File: src/hdl/gnds_pkg.sv
// ----------------------------------------------------------------------------
// Grid diffusion step package
// Shared sizes, register indexes and the operand item passed from the
// front to the arithmetic back end.
// ----------------------------------------------------------------------------
package gnds_pkg;

  localparam int MAX_WIDTH  = 1024;
  localparam int MAX_HEIGHT = 1024;

  localparam int COL_W     = $clog2(MAX_WIDTH);
  localparam int ADDR_W    = COL_W + 1;
  localparam int MEM_DEPTH = 1 << ADDR_W;
  localparam int ROW_W     = $clog2(MAX_HEIGHT + 1);
  localparam int CFG_W     = 11;
  localparam int WID_W     = (CFG_W > COL_W + 1) ? CFG_W : COL_W + 1;
  localparam int CFG_IDX_W = 8;
  localparam int DATA_W    = 32;
  localparam int SUM_W     = 35;

  localparam logic [CFG_IDX_W-1:0] REG_GRID_WIDTH  = CFG_IDX_W'(0);
  localparam logic [CFG_IDX_W-1:0] REG_GRID_HEIGHT = CFG_IDX_W'(1);
  localparam logic [CFG_W-1:0]     GRID_RESET      = CFG_W'(1024);

  localparam int QDEPTH = 4;
  localparam int QPTR_W = $clog2(QDEPTH);
  localparam int QCNT_W = $clog2(QDEPTH + 1);

  localparam logic signed [SUM_W-1:0] SAT_HI = {{(SUM_W-31){1'b0}}, {31{1'b1}}};
  localparam logic signed [SUM_W-1:0] SAT_LO = {{(SUM_W-31){1'b1}}, {31{1'b0}}};

  // one channel of a stencil: absent neighbors already replaced by the center
  typedef struct packed {
    logic signed [DATA_W-1:0] ctr;
    logic signed [DATA_W-1:0] up;
    logic signed [DATA_W-1:0] down;
    logic signed [DATA_W-1:0] left;
    logic signed [DATA_W-1:0] right;
  } gnds_chan_t;

  typedef struct packed {
    gnds_chan_t pol;
    gnds_chan_t land;
    logic       frame_end;
  } gnds_ops_t;

endpackage

File: src/hdl/gnds_queue.sv
// ----------------------------------------------------------------------------
// Grid diffusion step operand queue
// Small FIFO between the front end and the arithmetic back end.
// ----------------------------------------------------------------------------
module gnds_queue import gnds_pkg::*; (
  input  logic              clk,
  input  logic              rst,
  input  logic              push_valid,
  input  gnds_ops_t         push_ops,
  input  logic              q_take,
  output logic              q_valid,
  output gnds_ops_t         q_ops,
  output logic [QCNT_W-1:0] q_count
);

  gnds_ops_t          slots [QDEPTH];
  logic [QPTR_W-1:0]  wr_ptr;
  logic [QPTR_W-1:0]  rd_ptr;

  assign q_valid = q_count != '0;
  assign q_ops   = slots[rd_ptr];

  always_ff @(posedge clk) begin
    if (rst) begin
      wr_ptr  <= '0;
      rd_ptr  <= '0;
      q_count <= '0;
    end else begin
      if (push_valid) begin
        wr_ptr <= (wr_ptr == QPTR_W'(QDEPTH - 1)) ? '0 : wr_ptr + QPTR_W'(1);
      end
      if (q_take) begin
        rd_ptr <= (rd_ptr == QPTR_W'(QDEPTH - 1)) ? '0 : rd_ptr + QPTR_W'(1);
      end
      q_count <= q_count + QCNT_W'(push_valid) - QCNT_W'(q_take);
    end
  end

  always_ff @(posedge clk) begin
    if (push_valid) begin
      slots[wr_ptr] <= push_ops;
    end
  end

endmodule

File: config.mk
export PLATFORM = sky130hd
export DESIGN_NAME = gnds_queue
export DESIGN_NICKNAME = d
export VERILOG_FILES = /design/src/hdl/gnds_pkg.sv /design/src/hdl/gnds_queue.sv
export SDC_FILE = /design/constraint.sdc
export NUM_CORES = 1
export LEC_CHECK = 0
export ABC_AREA = 1
export BUFFER_PORTS_ARGS = -buffer_cell sky130_fd_sc_hd__buf_2
export CAP_MARGIN = 20
export CORE_UTILIZATION = 35
export DETAILED_ROUTE_END_ITERATION = 10
export PLACE_DENSITY = 0.65
export SLEW_MARGIN = 40
export SYNTH_ARGS = -nofsm -noshare
export SYNTH_HDL_FRONTEND = slang
export SYNTH_SLANG_ARGS = --single-unit
File: constraint.sdc
create_clock -name clk -period 8.5 [get_ports clk]
set_input_delay 0.85 -clock clk [delete_from_list [all_inputs] [get_ports clk]]
set_output_delay 0.85 -clock clk [all_outputs]
set_load 0.01 [all_outputs]
==> summary.txt <==
CTS
  • Longest Clk Path Bufs: 3
  • H-tree depth: 4
  • CTS resizes: 0
  • Clock root buffer: clkbuf_16
  • Post-CTS Hold Buffers: 0
  • Clock sinks: 1,293
  • Post-CTS setup buffer count: 0
  • TritonCTS buffer count: 136
  • Clock Latency Late Sink: 750 ps
  • CTS clk-pin slew, worst paths: 70 ps
  • CTS tree: done

Global route
  • Largest net degree at the start of global routing: 182
  • First-pass GRT wire length: 167,000 um
  • GRT Residual Overflow: 0
  • Initial antenna violation count: 39
  • Gr usage total: 14.4%
  • Vias in the first global route: 28,400

Drt
  • Drt pass-1 iters: 5
  • DR iter-0 viols: 1,524
  • Drt wl/cell: 17.1 um
  • Avg Vias per Cell: 4.64
  • Number of remaining DRC errors: 0
  • Via Count: 29,900
  • Routed Antenna Nets: 0
  • Drt total wl: 110,000 um

Yosys
  • Ys async rst share: 0%
  • Count leader, synth: edfxtp_1
  • Post-synth net total: 4,136
  • Top post-synthesis cells by area: edfxtp_1 74%, o211ai_2 4.8%, inv_1 4.8%
  • Synth cell types: 18
  • Cell count after synthesis: 3,803
  • Most instantiated cells after synthesis: 1,284 x edfxtp_1, 657 x inv_1, 651 x nand2_1
  • Top-area cell type share of the netlist area: 74.4%
  • Biggest area consumer among synthesized cells: edfxtp_1
  • Synthesized area: 51,800 um^2
  • Part of the Yosys area used for sequential elements: 74.7%
  • Yosys warns: 0
  • Dominant synthesized flop cell: edfxtp_1
  • Number of enable flip-flop cells after synthesis: 1,284
  • Flops & latches, synth: 1,293
  • Syn_area_per_cell: 13.6 um^2

STA
  • Final Slew Violations: 0
  • Max-slew headroom: 39.5%
  • Tightest Pin Transition: 907 ps
  • Clk_skew: 27.6 ps
  • Tmin final: 4440 ps
  • RSZ-0062 raised after global routing: false
  • Fin crit share: 52.2%
  • F_max: 225 MHz
  • Final hold vios: 0
  • Setup-failing EPs final: 0
  • TNS Setup: 0 ps

Worst setup path
  • Reg2reg path depth: 6
  • Maximum fanout along the worst path: 140
  • Data arrival time at the worst-slack endpoint: 3590 ps
  • Reg2reg start: wr_ptr[0]
  • Flop2flop setup slack: 5730 ps
  • Startpoint Class: register
  • Worst path required time: 7650 ps
  • CP Class: reg -> out
  • R2R Path End: slots[2][191]
  • Crit path capture type: output port

Pwr
  • Clock power frac: 39.1%
  • Psw: 0.00342 W
  • Reg power frac: 51.0%
  • Worst IR Drop VDD: 0.195 mV
  • PwrDens: 237 nW/um^2
  • Combinational power share: 9.9%
  • Leak pwr: 23.3 nW
  • Internal: 0.0111 W
  • Switch share: 23.6%

Final layout
  • FF+latch area: 38,700 um^2
  • Fin area: 61,100 um^2
  • Multi-input logic area: 9240 um^2
  • # fillers: 13,400
  • Layout cell share with drive strength beyond 1: 23.9%
  • Fin nets: 4,747
  • Synthesis-to-finish area growth: 17.9%

Outcome
  • Outcome: finished clean

Flow run
  • Max-Cap Viols: 0

Worst hold path
  • Hold EP: slots[2][94]
  • Hold_sp: push_ops[94]
  • Hold WC Path Type: in -> reg
  • Hold Crit Depth: 1

Floorplanning
  • Die area: 150,000 um^2
  • Die H: 387 um
  • I/O pin total: 650
  • Chip width: 387 um
  • Core box area: 146,000 um^2
  • Site Rows: 140
  • Initial core utilization: 35.4%

Placement
  • Routability Congestion: 0.745
  • DP Wirelength: 66,200 um
  • Placed cell areas: 56,600 um^2
  • Port bufs: 649
[flip-flops by register name, summed over array words and instances, names as in the netlist, named ones only]
signal,flops
q_count,3
slots,1284
wr_ptr,2
rd_ptr,2
[worst max path at each step]
stage	to	slack, ps	cells after the start
finish	q_ops[225]	4060	7
floorplan	slots[3][0]	790	2
CTS	q_ops[240]	3960	7
detailed placement	q_ops[240]	4820	7
global route	q_ops[231]	3730	7
global placement	q_ops[245]	4860	5
[layout by cell type, fill, tap and decap left out, drive strengths merged]
cell,netlist,routed
o211ai,321,321
clkinvlp,0,2
dfxtp,9,9
nand2,651,651
o21ai,324,324
inv,657,665
buf,179,687
clkbuf,35,172
clkinv,0,52
bufinv,0,7
ha,7,7
fa,1,1
a21oi,324,324
nor2,9,9
nand3,2,2
edfxtp,1284,1284
diode,0,13
[worst max-delay path, cell delays in order (launching register included)]
cell and delay, ps:
dfxtp_4 790, buf_12 470, buf_12 430, buf_16 430
a21oi_1 140, o21ai_0 110, nand2_1 80, buf_2 150
[routing by layer]
layer,vias to the layer above,share of wire (%),GRT usage [%]
met5,-,0.24,0
met4,44,2.8,5.04
met3,230,7.8,5.03
met2,726,48,23.5
met1,14300,41,17.6
li1,14600,-,-
[metrics by stage]
stage / setup slack, ps / total power (W) / hold WS, ps / util (%) / cells
global placement: 4860 / 0.00892 / 518 / 38.6 / 6181
finish: 4060 / 0.0145 / 296 / 41.8 / 6447
global route: 3730 / 0.0150 / 239 / 41.8 / 6441
CTS: 3960 / 0.0146 / 211 / 41.6 / 6426
detailed placement: 4820 / 0.00896 / 523 / 38.7 / 6185
floorplan: 790 / 0.00842 / 468 / - / 3803
[power by group through the flow]
stage / Combinational, W / Clock, W / Sequential, W
final: 0.00143 / 0.00566 / 0.00738
after global routing: 0.00158 / 0.00605 / 0.00740
after CTS: 0.00144 / 0.00581 / 0.00739
after detailed placement: 0.00144 / 0 / 0.00752
after global placement: 0.00141 / 0 / 0.00751
after floorplan: 0.000845 / 0 / 0.00758
[logic make-up after synthesis]
group	count (synthesis)	synth area share, %
AOI/OAI and AO/OA	969	12.8
and+or+nand+nor	662	4.80
DFF	1293	74.7
adders and majority gates	8	0.208
buffers and inverters	871	7.45
[final cells by class]
| cell class | instances | area share [%] |
|---|---|---|
| antenna | 13 | 0.0532 |
| clock buffer | 172 | 6.03 |
| clock inverter | 69 | 0.921 |
| inverter | 657 | 4.08 |
| multi-input combinational | 1639 | 15.1 |
| sequential | 1293 | 63.4 |
| tap | 1917 | 3.92 |
| timing repair buffer | 687 | 6.50 |
No activity file was read; power rests on OpenSTA's default activity.
