## src/hdl/gnds_pkg.sv

```systemverilog
// ----------------------------------------------------------------------------
// Grid diffusion step package
// Shared sizes, register indexes and the operand item passed from the
// front to the arithmetic back end.
// ----------------------------------------------------------------------------
package gnds_pkg;

  localparam int MAX_WIDTH  = 1024;
  localparam int MAX_HEIGHT = 1024;

  localparam int COL_W     = $clog2(MAX_WIDTH);
  localparam int ADDR_W    = COL_W + 1;
  localparam int MEM_DEPTH = 1 << ADDR_W;
  localparam int ROW_W     = $clog2(MAX_HEIGHT + 1);
  localparam int CFG_W     = 11;
  localparam int WID_W     = (CFG_W > COL_W + 1) ? CFG_W : COL_W + 1;
  localparam int CFG_IDX_W = 8;
  localparam int DATA_W    = 32;
  localparam int SUM_W     = 35;

  localparam logic [CFG_IDX_W-1:0] REG_GRID_WIDTH  = CFG_IDX_W'(0);
  localparam logic [CFG_IDX_W-1:0] REG_GRID_HEIGHT = CFG_IDX_W'(1);
  localparam logic [CFG_W-1:0]     GRID_RESET      = CFG_W'(1024);

  localparam int QDEPTH = 4;
  localparam int QPTR_W = $clog2(QDEPTH);
  localparam int QCNT_W = $clog2(QDEPTH + 1);

  localparam logic signed [SUM_W-1:0] SAT_HI = {{(SUM_W-31){1'b0}}, {31{1'b1}}};
  localparam logic signed [SUM_W-1:0] SAT_LO = {{(SUM_W-31){1'b1}}, {31{1'b0}}};

  // one channel of a stencil: absent neighbors already replaced by the center
  typedef struct packed {
    logic signed [DATA_W-1:0] ctr;
    logic signed [DATA_W-1:0] up;
    logic signed [DATA_W-1:0] down;
    logic signed [DATA_W-1:0] left;
    logic signed [DATA_W-1:0] right;
  } gnds_chan_t;

  typedef struct packed {
    gnds_chan_t pol;
    gnds_chan_t land;
    logic       frame_end;
  } gnds_ops_t;

endpackage

```

## src/hdl/gnds_back.sv

```systemverilog
// ----------------------------------------------------------------------------
// Grid diffusion step back end
// Four-stage arithmetic pipeline: differences, quarter toward zero,
// partial sums, final sum with saturation into the output register.
// ----------------------------------------------------------------------------
module gnds_back import gnds_pkg::*; (
  input  logic                     clk,
  input  logic                     rst,
  input  logic                     q_valid,
  input  gnds_ops_t                q_ops,
  output logic                     q_take,
  output logic                     out_valid,
  input  logic                     out_ready,
  output logic signed [DATA_W-1:0] new_pollution,
  output logic signed [DATA_W-1:0] new_land_value,
  output logic                     frame_end
);

  typedef struct packed {
    logic signed [DATA_W-1:0] ctr;
    logic signed [DATA_W:0]   du;
    logic signed [DATA_W:0]   dd;
    logic signed [DATA_W:0]   dl;
    logic signed [DATA_W:0]   dr;
  } dif_t;

  typedef struct packed {
    logic signed [DATA_W-1:0] ctr;
    logic signed [DATA_W-2:0] qu;
    logic signed [DATA_W-2:0] qd;
    logic signed [DATA_W-2:0] ql;
    logic signed [DATA_W-2:0] qr;
  } qtr_t;

  typedef struct packed {
    logic signed [DATA_W+1:0] a0;
    logic signed [DATA_W-1:0] a1;
    logic signed [DATA_W-2:0] a2;
  } part_t;

  function automatic dif_t f_diff(gnds_chan_t c);
    dif_t r;
    r.ctr = c.ctr;
    r.du  = (DATA_W+1)'(c.up)    - (DATA_W+1)'(c.ctr);
    r.dd  = (DATA_W+1)'(c.down)  - (DATA_W+1)'(c.ctr);
    r.dl  = (DATA_W+1)'(c.left)  - (DATA_W+1)'(c.ctr);
    r.dr  = (DATA_W+1)'(c.right) - (DATA_W+1)'(c.ctr);
    return r;
  endfunction

  // divide by 4, truncating toward zero
  function automatic logic signed [DATA_W-2:0] f_quarter(logic signed [DATA_W:0] d);
    logic signed [DATA_W:0] b;
    b = d + (d[DATA_W] ? (DATA_W+1)'(3) : (DATA_W+1)'(0));
    return b[DATA_W:2];
  endfunction

  function automatic qtr_t f_qtr(dif_t d);
    qtr_t r;
    r.ctr = d.ctr;
    r.qu  = f_quarter(d.du);
    r.qd  = f_quarter(d.dd);
    r.ql  = f_quarter(d.dl);
    r.qr  = f_quarter(d.dr);
    return r;
  endfunction

  function automatic part_t f_part(qtr_t q);
    part_t r;
    r.a0 = (DATA_W+2)'(q.ctr) + (DATA_W+2)'(q.qu);
    r.a1 = DATA_W'(q.qd) + DATA_W'(q.ql);
    r.a2 = q.qr;
    return r;
  endfunction

  function automatic logic signed [DATA_W-1:0] f_sum_sat(part_t p);
    logic signed [SUM_W-1:0] s;
    s = SUM_W'(p.a0) + SUM_W'(p.a1) + SUM_W'(p.a2);
    if (s > SAT_HI) begin
      return SAT_HI[DATA_W-1:0];
    end else if (s < SAT_LO) begin
      return SAT_LO[DATA_W-1:0];
    end
    return s[DATA_W-1:0];
  endfunction

  logic  v1, v2, v3, v4;
  logic  ld1, ld2, ld3, ld4;
  dif_t  s1_p, s1_l;
  qtr_t  s2_p, s2_l;
  part_t s3_p, s3_l;
  logic  s1_end, s2_end, s3_end;

  assign ld4       = ~v4 | out_ready;
  assign ld3       = ~v3 | ld4;
  assign ld2       = ~v2 | ld3;
  assign ld1       = ~v1 | ld2;
  assign q_take    = q_valid & ld1;
  assign out_valid = v4;

  always_ff @(posedge clk) begin
    if (rst) begin
      v1 <= 1'b0;
      v2 <= 1'b0;
      v3 <= 1'b0;
      v4 <= 1'b0;
    end else begin
      if (ld1) begin
        v1 <= q_valid;
      end
      if (ld2) begin
        v2 <= v1;
      end
      if (ld3) begin
        v3 <= v2;
      end
      if (ld4) begin
        v4 <= v3;
      end
    end
  end

  always_ff @(posedge clk) begin
    if (q_take) begin
      s1_p   <= f_diff(q_ops.pol);
      s1_l   <= f_diff(q_ops.land);
      s1_end <= q_ops.frame_end;
    end
    if (ld2 && v1) begin
      s2_p   <= f_qtr(s1_p);
      s2_l   <= f_qtr(s1_l);
      s2_end <= s1_end;
    end
    if (ld3 && v2) begin
      s3_p   <= f_part(s2_p);
      s3_l   <= f_part(s2_l);
      s3_end <= s2_end;
    end
    if (ld4 && v3) begin
      new_pollution  <= f_sum_sat(s3_p);
      new_land_value <= f_sum_sat(s3_l);
      frame_end      <= s3_end;
    end
  end

endmodule

```

## config.mk

```make
export PLATFORM = sky130hd
export DESIGN_NAME = gnds_back
export DESIGN_NICKNAME = d
export VERILOG_FILES = /design/src/hdl/gnds_pkg.sv /design/src/hdl/gnds_back.sv
export SDC_FILE = /design/constraint.sdc
export NUM_CORES = 2
export LEC_CHECK = 0
export BUFFER_PORTS_ARGS = -buffer_cell sky130_fd_sc_hd__clkbuf_2
export CAP_MARGIN = 20
export CORE_UTILIZATION = 30
export CTS_CLUSTER_SIZE = 28
export DETAILED_ROUTE_END_ITERATION = 10
export PLACE_DENSITY = 0.57
export SYNTH_ARGS = -nofsm -noshare
export SYNTH_HDL_FRONTEND = slang
export SYNTH_SLANG_ARGS = --single-unit
```

## constraint.sdc

```tcl
create_clock -name clk -period 35.2 [get_ports clk]
set_clock_uncertainty 0.15 [all_clocks]
set_input_delay 1.76 -clock clk [delete_from_list [all_inputs] [get_ports clk]]
set_output_delay 1.76 -clock clk [all_outputs]
set_load 0.03 [all_outputs]
```

==> metrics.md <==
| Metric | Value |
|---|---|
| Status | finished, final reports clean |
| Startpoint Class | input pin |
| Reg-to-reg setup timing slack | 29.93 ns |
| Final max-slew violation count | 0 |
| Final period utilization | 0.158 |
| Row count | 156 |
| Hold Fails Final Rpt | 0 |
| Total Routing Usage GR | 0.166 |
| Final Core Density | 0.349 |
| Initial core utilization | 0.302 |
| RSZ-0062 raised after global routing | false |
| Synthesized area | 54700 µm² |
| CP max stage delay | 1.11 ns |
| Setup TNS | 0 ns |
| Global placer's final weighted congestion | 0.955 |
| Pleak | 24.9 nW |
| Remaining antenna violation count | 0 |
| Clock Path Buffers | 3 |
| Global-route wire length before repair | 229000 µm |
| Post-DP HPWL | 127000 µm |
| Pre-antenna DRT Iters | 7 |
| Area Overhead vs Synth | 15.6% |
| WL final | 157000 µm |
| Syn nets | 5561 |
| Final critical-path required period | 5.55 ns |
| Predominant post-synthesis flop cell | edfxtp_1 |
| Total gr overflow | 0 |
| Number of remaining DRC errors | 0 |
| Cts hold-fix bufs | 0 |
| PwrDens | 48.1 nW/µm² |
| Vias/cell | 4.95 |
| CP endpoint kind | register |
| Initial antenna violation count | 41 |
| Worst min path class | reg -> reg |
| Crit-path slowest cell | o31ai_1 |
| Ys Warns | 0 |
| CTS H-tree depth | 3 |
| Peak supply drop | 36.6 µV |
| Post-Place Cells | 7437 |
| Post_cts resized | 0 |
| FFs w/ async S/R, synth | 0 |
| Synth area leader | edfxtp_1 |
| Cells after Synth | 4700 |
| Core Footprint | 181000 µm² |
| Clk pin slew, worst setup/hold paths | 0.06 ns |
| HP Start | s2_l[27] |
| Number of flops mapped to enable cells by yosys | 900 |
| Root buffer cell | clkbuf_16 |
| Synth top area cells | edfxtp_1, ha_1, xnor2_1 |
| Most frequent cells in the layout | edfxtp_1, ha_1, clkbuf_2 |
| Post-CTS Repair Setup Buffers | 0 |
| Wirelength per Cell | 20.5 µm |
| Min Hold Slack | 0.250 ns |
| Count of buffers from port buffering | 391 |
| FF-to-FF Start | s3_l[1] |
| Sequential element share of the synthesized area | 0.496 |
| WP data arrival | 5.83 ns |
| R2r worst-path depth | 13 |
| Pre-CTS setup slack | 29.01 ns |
| Worst-Margin Slew | 1.36 ns |
| Avg Inst Size Synth | 11.6 µm² |
| Critical Path RT | 35.48 ns |
| Rel. slew slack | 0.0880 |
| Final setup vio count | 0 |
| Largest net degree at the start of global routing | 178 |
| Die Span X | 429 µm |
| Via count | 37900 |
| Share of the synthesized area in the top cell type | 0.494 |
| Critical setup path kind | in -> reg |
| MaxCap Viol Count | 0 |
| Starting DRC count in detailed routing | 2730 |
| Clk Latency, worst-skew pair | 0.72 ns |
| TritonCTS clock tree | yes |
| Layout fillers | 17700 |
| Vias in the first global route | 37200 |
| Final non-filler cell total | 7649 |
| # IOs | 392 |
| Total non-filler cell area in the finished layout | 63200 µm² |
| Yosys reg bits | 904 |
| Num CTS Buffers | 105 |
| CP cell instances | clkbuf_2, inv_1, ha_1, nor2b_1, o21ai_0, a21boi_0, o31ai_1, a21boi_0, o31ai_1, nand3_1, a31oi_1, o21a_1, o211ai_1 |
| Hold-critical path endpoint | s3_l[27] |
| Fin worst setup slack | 29.65 ns |
| Fin nets | 6035 |
| WP buf/inv | 2 |
| Share of cells above drive strength 1 | 0.126 |
| Netlist cell types | 96 |
| Top delay family on crit path | compound AO/OA/AOI/OAI gates |
| Tot Pwr | 3.04 mW |
| Max Clk Rate | 180 MHz |
| Area after DPL | 59600 µm² |
| Reg2reg end | new_land_value[22] |
| Hold path depth | 0 |
| Die height | 429 µm |
| CP Max Fanout | 4 |
| Commonest non-fill, non-tap cell in the layout | edfxtp_1 |
| # clock sinks | 904 |
| Die area | 184000 µm² |
-- Yosys cell counts (all sizes together) (25+ instances only) --
| master | instances |
|---|---|
| edfxtp | 900 |
| ha | 456 |
| xnor2 | 387 |
| a21oi | 311 |
| nor2 | 299 |
| o21ai | 260 |
| nand2 | 258 |
| inv | 234 |
| xor2 | 200 |
| a21o | 194 |
| nand3 | 132 |
| o21a | 93 |
| nor3 | 92 |
| fa | 80 |
| and3 | 66 |
| nand4 | 59 |
| nor2b | 58 |
| a31oi | 57 |
| nand2b | 55 |
| a211oi | 40 |
| and2 | 38 |
| clkbuf | 35 |
| o21bai | 32 |
| o211ai | 31 |
| o31ai | 26 |
| a21boi | 25 |
-- worst max-delay path by stage --
stage                from         to  slack [ns]  cells past startpoint
2_1_floorplan   out_ready     q_take        6.96                      3
3_3_place_gp   q_ops[131]  s1_l[129]       29.03                     13
3_5_place_dp   q_ops[131]  s1_l[129]       29.01                     13
4_1_cts         out_ready     q_take       29.77                      6
5_1_grt        q_ops[131]  s1_l[129]       29.57                     13
6_report       q_ops[131]  s1_l[129]       29.65                     13
-- sequential cells by signal, indices dropped and copies added, names as in the netlist --
signal,flops
s1_end,1
s1_p,164
s1_l,164
frame_end,1
v1,1
s2_end,1
s2_l,156
s3_end,1
out_valid,1
v2,1
v3,1
new_land_value,32
s2_p,156
new_pollution,32
s3_l,96
s3_p,96
-- layer usage --
| metal | global-route usage | part of all wire |
|---|---|---|
| met5 | 0 | 0 |
| met4 | 0.0935 | 0.057 |
| met3 | 0.0169 | 0.031 |
| met2 | 0.284 | 0.48 |
| met1 | 0.205 | 0.43 |
-- kinds of logic after synthesis --
kind of cell	after synthesis	synth area share
AO/OA/AOI/OAI	1233	0.151
AND/OR/NAND/NOR	1159	0.105
flip-flops	904	0.496
XOR/XNOR	587	0.0940
adder cells (fa/ha/maj)	536	0.134
buffers and inverters	278	0.0200
multiplexers	3	0.000572
-- power by group --
part           internal [mW]  switching, mW  leakage, nW
Sequential              1.31         0.0646         8.53
Combinational          0.216          0.317         14.6
Clock                  0.668          0.463         1.74
Total                   2.19          0.845         24.9
-- final cells by class --
cell class	count	area, µm²	share of cell area
Antenna cell	20	50.0	0.000792
Clock buffer	120	2730	0.0431
Clock inverter	72	837	0.0132
Inverter	234	878	0.0139
Multi-Input combinational cell	3518	26500	0.420
Sequential cell	904	27100	0.429
Tap cell	2370	2970	0.0469
Timing Repair Buffer	411	2120	0.0335
-- worst reg2reg max path, cell delays in order (launching register included) --
cell      delay (ns)
edfxtp_1        0.40
fa_1            0.49
ha_1            0.25
fa_1            0.42
a21oi_1         0.23
nor3_1          0.11
o21ai_0         0.32
nand3_1         0.21
o31a_1          0.33
a221o_1         0.37
a21oi_1         0.26
xnor2_1         0.17
a31oi_4         0.74
o21ai_0         0.44
No activity file was read; power rests on OpenSTA's default activity.
